## src/design/mbg_ram.sv

```systemverilog
// generic single write port ram with one registered read port
`timescale 1ns / 1ps

module mbg_ram #(
    parameter int WIDTH = 8,
    parameter int DEPTH = 32
) (
    input  logic                     clk,
    input  logic                     we,
    input  logic [$clog2(DEPTH)-1:0] waddr,
    input  logic [WIDTH-1:0]         wdata,
    input  logic                     re,
    input  logic [$clog2(DEPTH)-1:0] raddr,
    output logic [WIDTH-1:0]         rdata
);

    logic [WIDTH-1:0] mem [DEPTH];
    logic [WIDTH-1:0] rdata_reg;

    // write port
    always_ff @(posedge clk)
    begin
        if (we)
        begin
            mem[waddr] <= wdata;
        end
    end

    // registered read port
    always_ff @(posedge clk)
    begin
        if (re)
        begin
            rdata_reg <= mem[raddr];
        end
    end

    assign rdata = rdata_reg;

endmodule

```

## config.mk

```make
export PLATFORM = sky130hd
export DESIGN_NAME = mbg_ram
export DESIGN_NICKNAME = d
export VERILOG_FILES = /design/src/design/mbg_ram.sv
export SDC_FILE = /design/constraint.sdc
export NUM_CORES = 1
export LEC_CHECK = 0
export ABC_CLOCK_PERIOD_IN_PS = 2500
export BUFFER_PORTS_ARGS = -buffer_cell sky130_fd_sc_hd__buf_2
export CORE_MARGIN = 2
export CORE_UTILIZATION = 45
export DETAILED_ROUTE_END_ITERATION = 16
export GPL_ROUTABILITY_DRIVEN = 0
export PLACE_DENSITY = 0.6
export SYNTH_ARGS = -nofsm -noshare
export SYNTH_HDL_FRONTEND = slang
export SYNTH_SLANG_ARGS = --single-unit
```

## constraint.sdc

```tcl
create_clock -name clk -period 2.5 [get_ports clk]
set_input_delay 0.5 -clock clk [delete_from_list [all_inputs] [get_ports clk]]
set_output_delay 0.5 -clock clk [all_outputs]
set_load 0.05 [all_outputs]
```

After elaboration in Yosys (flattened, before gate mapping)
Memory sizes are Yosys's and may differ from the RTL's. A register that Yosys moved wholly into a read port is not among the register bits.
Cells that the tools add are included.
- RAM bits: 256
- memories kept: 1
- flip-flop bits (word level): 0
- output and inout bits: 8
- word-level logic and storage cells: 3
- input bits: 21
- mux-type cells: 2
- memory list (memory ; depth ; bits a word ; read ports ; clocked after memory_dff ; write ports ; line ; RTL):
    mem ; 32 ; 8 ; 1 ; 1 ; 1 ; 17 ; logic [WIDTH-1:0] mem [DEPTH];
- operators with widths (kind ; count):
    2-to-1 mux 1 bit ; 2

Logic depth before layout (Yosys ltp)
- word-level depth: 2
- depth in mapped cells: 5
- gate-level depth less buffers: 3

Worst setup path after synthesis
OpenSTA, ideal clock, no wires.
- path kind: in2reg
- start point: in raddr[2]
- end point: reg rdata_reg[0], in the netlist rdata[0] (read register of mem), data pin
- data arrival time: 2.182 ns
- setup time: 0.260 ns
- buffers on the path: 2
- cell stages on the path: 5
- data required time: 2.240 ns
- path slack: 0.058 ns
- cell sequence: clkbuf_1 > clkbuf_1 > mux4_2 > mux4_2 > mux2_2
- RTL lines (element ; line ; RTL):
    from (decl) ; 13 ; input logic [$clog2(DEPTH)-1:0] raddr,
    to (decl) ; 18 ; logic [WIDTH-1:0] rdata_reg;

==> tab_implementation.tex <==
\begin{tabular}{lr}
\hline
Metric & Value \\
\hline
\multicolumn{2}{l}{\textbf{Layout}} \\
Finished Layout Cells & 796 \\
Flip-flop count of the largest register after layout & around 260 \\
Diode count & 0 \\
Fraction of final layout cells sized beyond drive strength 1 & between 30\% and 40\% \\
Non-Filler Cell Area, Final & 0.0118 mm\^{}2 \\
Area Overhead vs Synth & 16.5\% \\
\# nets final & 516 \\
Core Util, Final & a little over half \\
\multicolumn{2}{l}{\textbf{Yosys}} \\
Number of unique standard cell types used by synthesis & 14 \\
Top cells by area, synth & sky130\_fd\_sc\_hd\_\_edfxtp\_1 (78\%), sky130\_fd\_sc\_hd\_\_mux4\_2 (18\%), sky130\_fd\_sc\_hd\_\_nor2\_1 (1.2\%), sky130\_fd\_sc\_hd\_\_mux2\_2 (0.89\%), sky130\_fd\_sc\_hd\_\_buf\_4 (0.44\%) \\
Post-synthesis instance area & slightly above 0.01 mm\^{}2 \\
Main synth FF type & sky130\_fd\_sc\_hd\_\_edfxtp\_1 \\
Cell type with the largest total area after synthesis & sky130\_fd\_sc\_hd\_\_edfxtp\_1 \\
Register bit total from synthesis & about 260 \\
Sequential-to-total area share from yosys stat & 78.2\% \\
Most frequent cell after synthesis & sky130\_fd\_sc\_hd\_\_edfxtp\_1 \\
Asr flop ratio synth & 0\% \\
Mapped Nets & between 400 and 500 \\
Number of cells produced by synthesis & 417 \\
Syn\_area\_per\_cell & approximately 24 um\^{}2 \\
Most numerous cell types in the synthesized netlist & sky130\_fd\_sc\_hd\_\_edfxtp\_1 (264), sky130\_fd\_sc\_hd\_\_mux4\_2 (80), sky130\_fd\_sc\_hd\_\_nor2\_1 (33) \\
Number of flops mapped to enable cells by yosys & 264 \\
Area fraction of the dominant cell type after synthesis & between 70\% and 80\% \\
Yosys warns & 0 \\
\multicolumn{2}{l}{\textbf{Global route}} \\
Tot GR Track Use & 18.0\% \\
Final global-route overflow total & 0 \\
Global-route wire length before repair & slightly above 30 mm \\
Initial antenna violation count & 0 \\
Pin count of the biggest net entering global routing & 35 \\
Number of global-route vias before repair & between 4000 and 5000 \\
\multicolumn{2}{l}{\textbf{Clock tree}} \\
Count of buffers added by post-CTS timing repair for setup & 0 \\
Number of buffers added by the clock tree synthesis step & 28 \\
Number of hold-repair buffers added at the cts stage & 0 \\
TritonCTS Sinks & between 200 and 300 \\
Skew-Pair Late Insertion Delay & between 0.5 and 0.6 ns \\
\# resized after CTS & 0 \\
Number of buffers between clock root and the deepest sink & 3 \\
CTS clk-pin slew, worst paths & around 0.060 ns \\
Clock tree from TritonCTS & yes \\
Maximum level of the CTS H-tree & 1 \\
Library cell used as clock root buffer & sky130\_fd\_sc\_hd\_\_clkbuf\_16 \\
\multicolumn{2}{l}{\textbf{Drt}} \\
DR vias/cell & 5.72 \\
Total iterations of the first detailed-routing run & 5 \\
Routed length per placed instance & 25.9 um \\
Detail Route Antenna Nets & 0 \\
Post-route DRC & 0 \\
Detailed-route wire length & just over 20 mm \\
Initial drt markers & 504 \\
Via count of the routed design & around 4600 \\
\multicolumn{2}{l}{\textbf{STA}} \\
Pin slew with the least headroom to its limit & 0.651 ns \\
Timing-limited maximum frequency & around 0.50 GHz \\
Setup repair after global routing missed its margin & false \\
Final critical path time including I/O delays and setup & 2.00 ns \\
Tcrit/Tclk final & between 80\% and 90\% \\
Headroom to the max-slew limit & between 50\% and 60\% \\
Final Skew & 0.00760 ns \\
Number of hold violations in the final report & 0 \\
Count of pins over their slew limit & 0 \\
Final setup viols & 0 \\
\multicolumn{2}{l}{\textbf{Pwr}} \\
Static Leakage & 3.77 nW \\
Peak ir drop on the vdd network & 0.504 mV \\
Switch share & a little over a fifth \\
Reg power frac & between 50 and 60\% \\
Power density relative to cell area & approximately 800 mW/mm\^{}2 \\
Clock share of power & a little over two fifths \\
Power dissipated by switching net loads & 1.98 mW \\
Internal power of the cells & 7.47 mW \\
Comb power frac & roughly 5.5\% \\
\multicolumn{2}{l}{\textbf{Critical path}} \\
Critical Path RT & between 2 and 3 ns \\
CP endpoint kind & flip-flop \\
Worst EP arrival & about 2.3 ns \\
Crit Reg-Reg Startpoint & mem[30][1] \\
Start-to-end type of the worst setup path & in -> reg \\
Launch point of the worst path & raddr[0] \\
CP max FO & 16 \\
Critical path launch point type & primary input \\
\multicolumn{2}{l}{\textbf{Hold path}} \\
Class of the most critical hold timing path & in -> reg \\
Worst Hold Launch & re \\
\multicolumn{2}{l}{\textbf{Floorplanning}} \\
Row cnt & 54 \\
Starting Density & between 40\% and 50\% \\
Die height & 154 um \\
Core area & about 0.022 mm\^{}2 \\
I/O pins & 29 \\
Die area & about 0.024 mm\^{}2 \\
Horizontal die dimension & roughly 150 um \\
\multicolumn{2}{l}{\textbf{Placed design}} \\
Port bufs & 28 \\
Post-DP Area & 0.0109 mm\^{}2 \\
Post-Place Cells & roughly 750 \\
Half-perimeter wire length after detailed placement & 13.0 mm \\
\multicolumn{2}{l}{\textbf{Run}} \\
Total of max-cap violations & 0 \\
\multicolumn{2}{l}{\textbf{Run status}} \\
Outcome & completed \\
\hline
\end{tabular}
-- routing by layer --
metal  share of wire [%]  wire length [um]  GRT usage, %
met1                  45              9270          27.7
met2                  45              9320          26.6
met3                 8.0              1650          3.55
met4                 2.0               411          4.76
met5                   0                 0             0
-- power groups by stage --
stage / clock (mW) / combinational [mW] / sequential (mW)
after global routing: 4.21 / 0.556 / 4.96
after CTS: 4.03 / 0.529 / 4.96
after floorplan: 0 / 0.263 / 5.09
after global placement: 0 / 0.517 / 5.05
after detailed placement: 0 / 0.527 / 5.06
final: 3.96 / 0.519 / 4.96
-- path summary, 6_finish.rpt --
path | depth (start not counted) | end | slack [ns]
max reg2reg | 3 | rdata[1] | 0.54
min reg2reg | 3 | rdata[7] | 0.97
min | 1 | rdata[3] | 0.36
max | 5 | rdata[1] | 0.50
-- cells by family (layout without fill, tap and decap cells) --
kind of cell | Yosys count | in the layout | share of synthesized area (%)
buffers and inverters | 20 | 119 | 1.05
and+or+nand+nor | 45 | 45 | 2.05
DFF | 264 | 264 | 78.2
muxes | 88 | 88 | 18.7
-- critical path: stages --
cell and delay, ns:
sky130_fd_sc_hd__buf_4 0.19, sky130_fd_sc_hd__buf_12 0.21, sky130_fd_sc_hd__mux4_2 0.56, sky130_fd_sc_hd__mux4_2 0.54, sky130_fd_sc_hd__mux2_2 0.29
-- final cells by class --
cell class / instances / area (um^2)
Clock inverter: 21 / 165
Tap cell: 280 / 350
Clock buffer: 30 / 729
Timing Repair Buffer: 68 / 531
Sequential cell: 264 / 7930
Fill cell: 1639 / 10200
Multi-Input combinational cell: 133 / 2100
-- per-stage QoR --
stage	TNS, ns	setup WS (ns)	total power [mW]	hold WS [ns]
2_1_floorplan	0	0.0583	5.35	0.599
3_3_place_gp	-0.304	-0.0623	5.57	0.910
3_5_place_dp	-0.364	-0.0814	5.58	0.906
4_1_cts	0	0.477	9.52	0.349
5_1_grt	0	0.431	9.73	0.350
6_report	0	0.497	9.44	0.362
-- cells in the final DEF (no fill, tap or decap) --
master                       netlist  layout
sky130_fd_sc_hd__edfxtp_1        264     264
sky130_fd_sc_hd__nand3_1           2       2
sky130_fd_sc_hd__or3b_2            3       3
sky130_fd_sc_hd__clkinvlp_4        0       3
sky130_fd_sc_hd__mux2_2            8       8
sky130_fd_sc_hd__buf_4             6      34
sky130_fd_sc_hd__clkbuf_1          6       1
sky130_fd_sc_hd__clkinv_2          0       8
sky130_fd_sc_hd__bufinv_16         0       2
sky130_fd_sc_hd__mux4_2           80      80
sky130_fd_sc_hd__buf_12            0       7
sky130_fd_sc_hd__buf_2             1      27
sky130_fd_sc_hd__clkinv_8          0       1
sky130_fd_sc_hd__clkbuf_16         0      29
sky130_fd_sc_hd__clkinv_1          0       7
sky130_fd_sc_hd__nor2_1           33      33
sky130_fd_sc_hd__nand3b_1          5       5
sky130_fd_sc_hd__nand2_1           1       1
sky130_fd_sc_hd__or3_1             1       1
No activity file was read; power rests on OpenSTA's default activity.
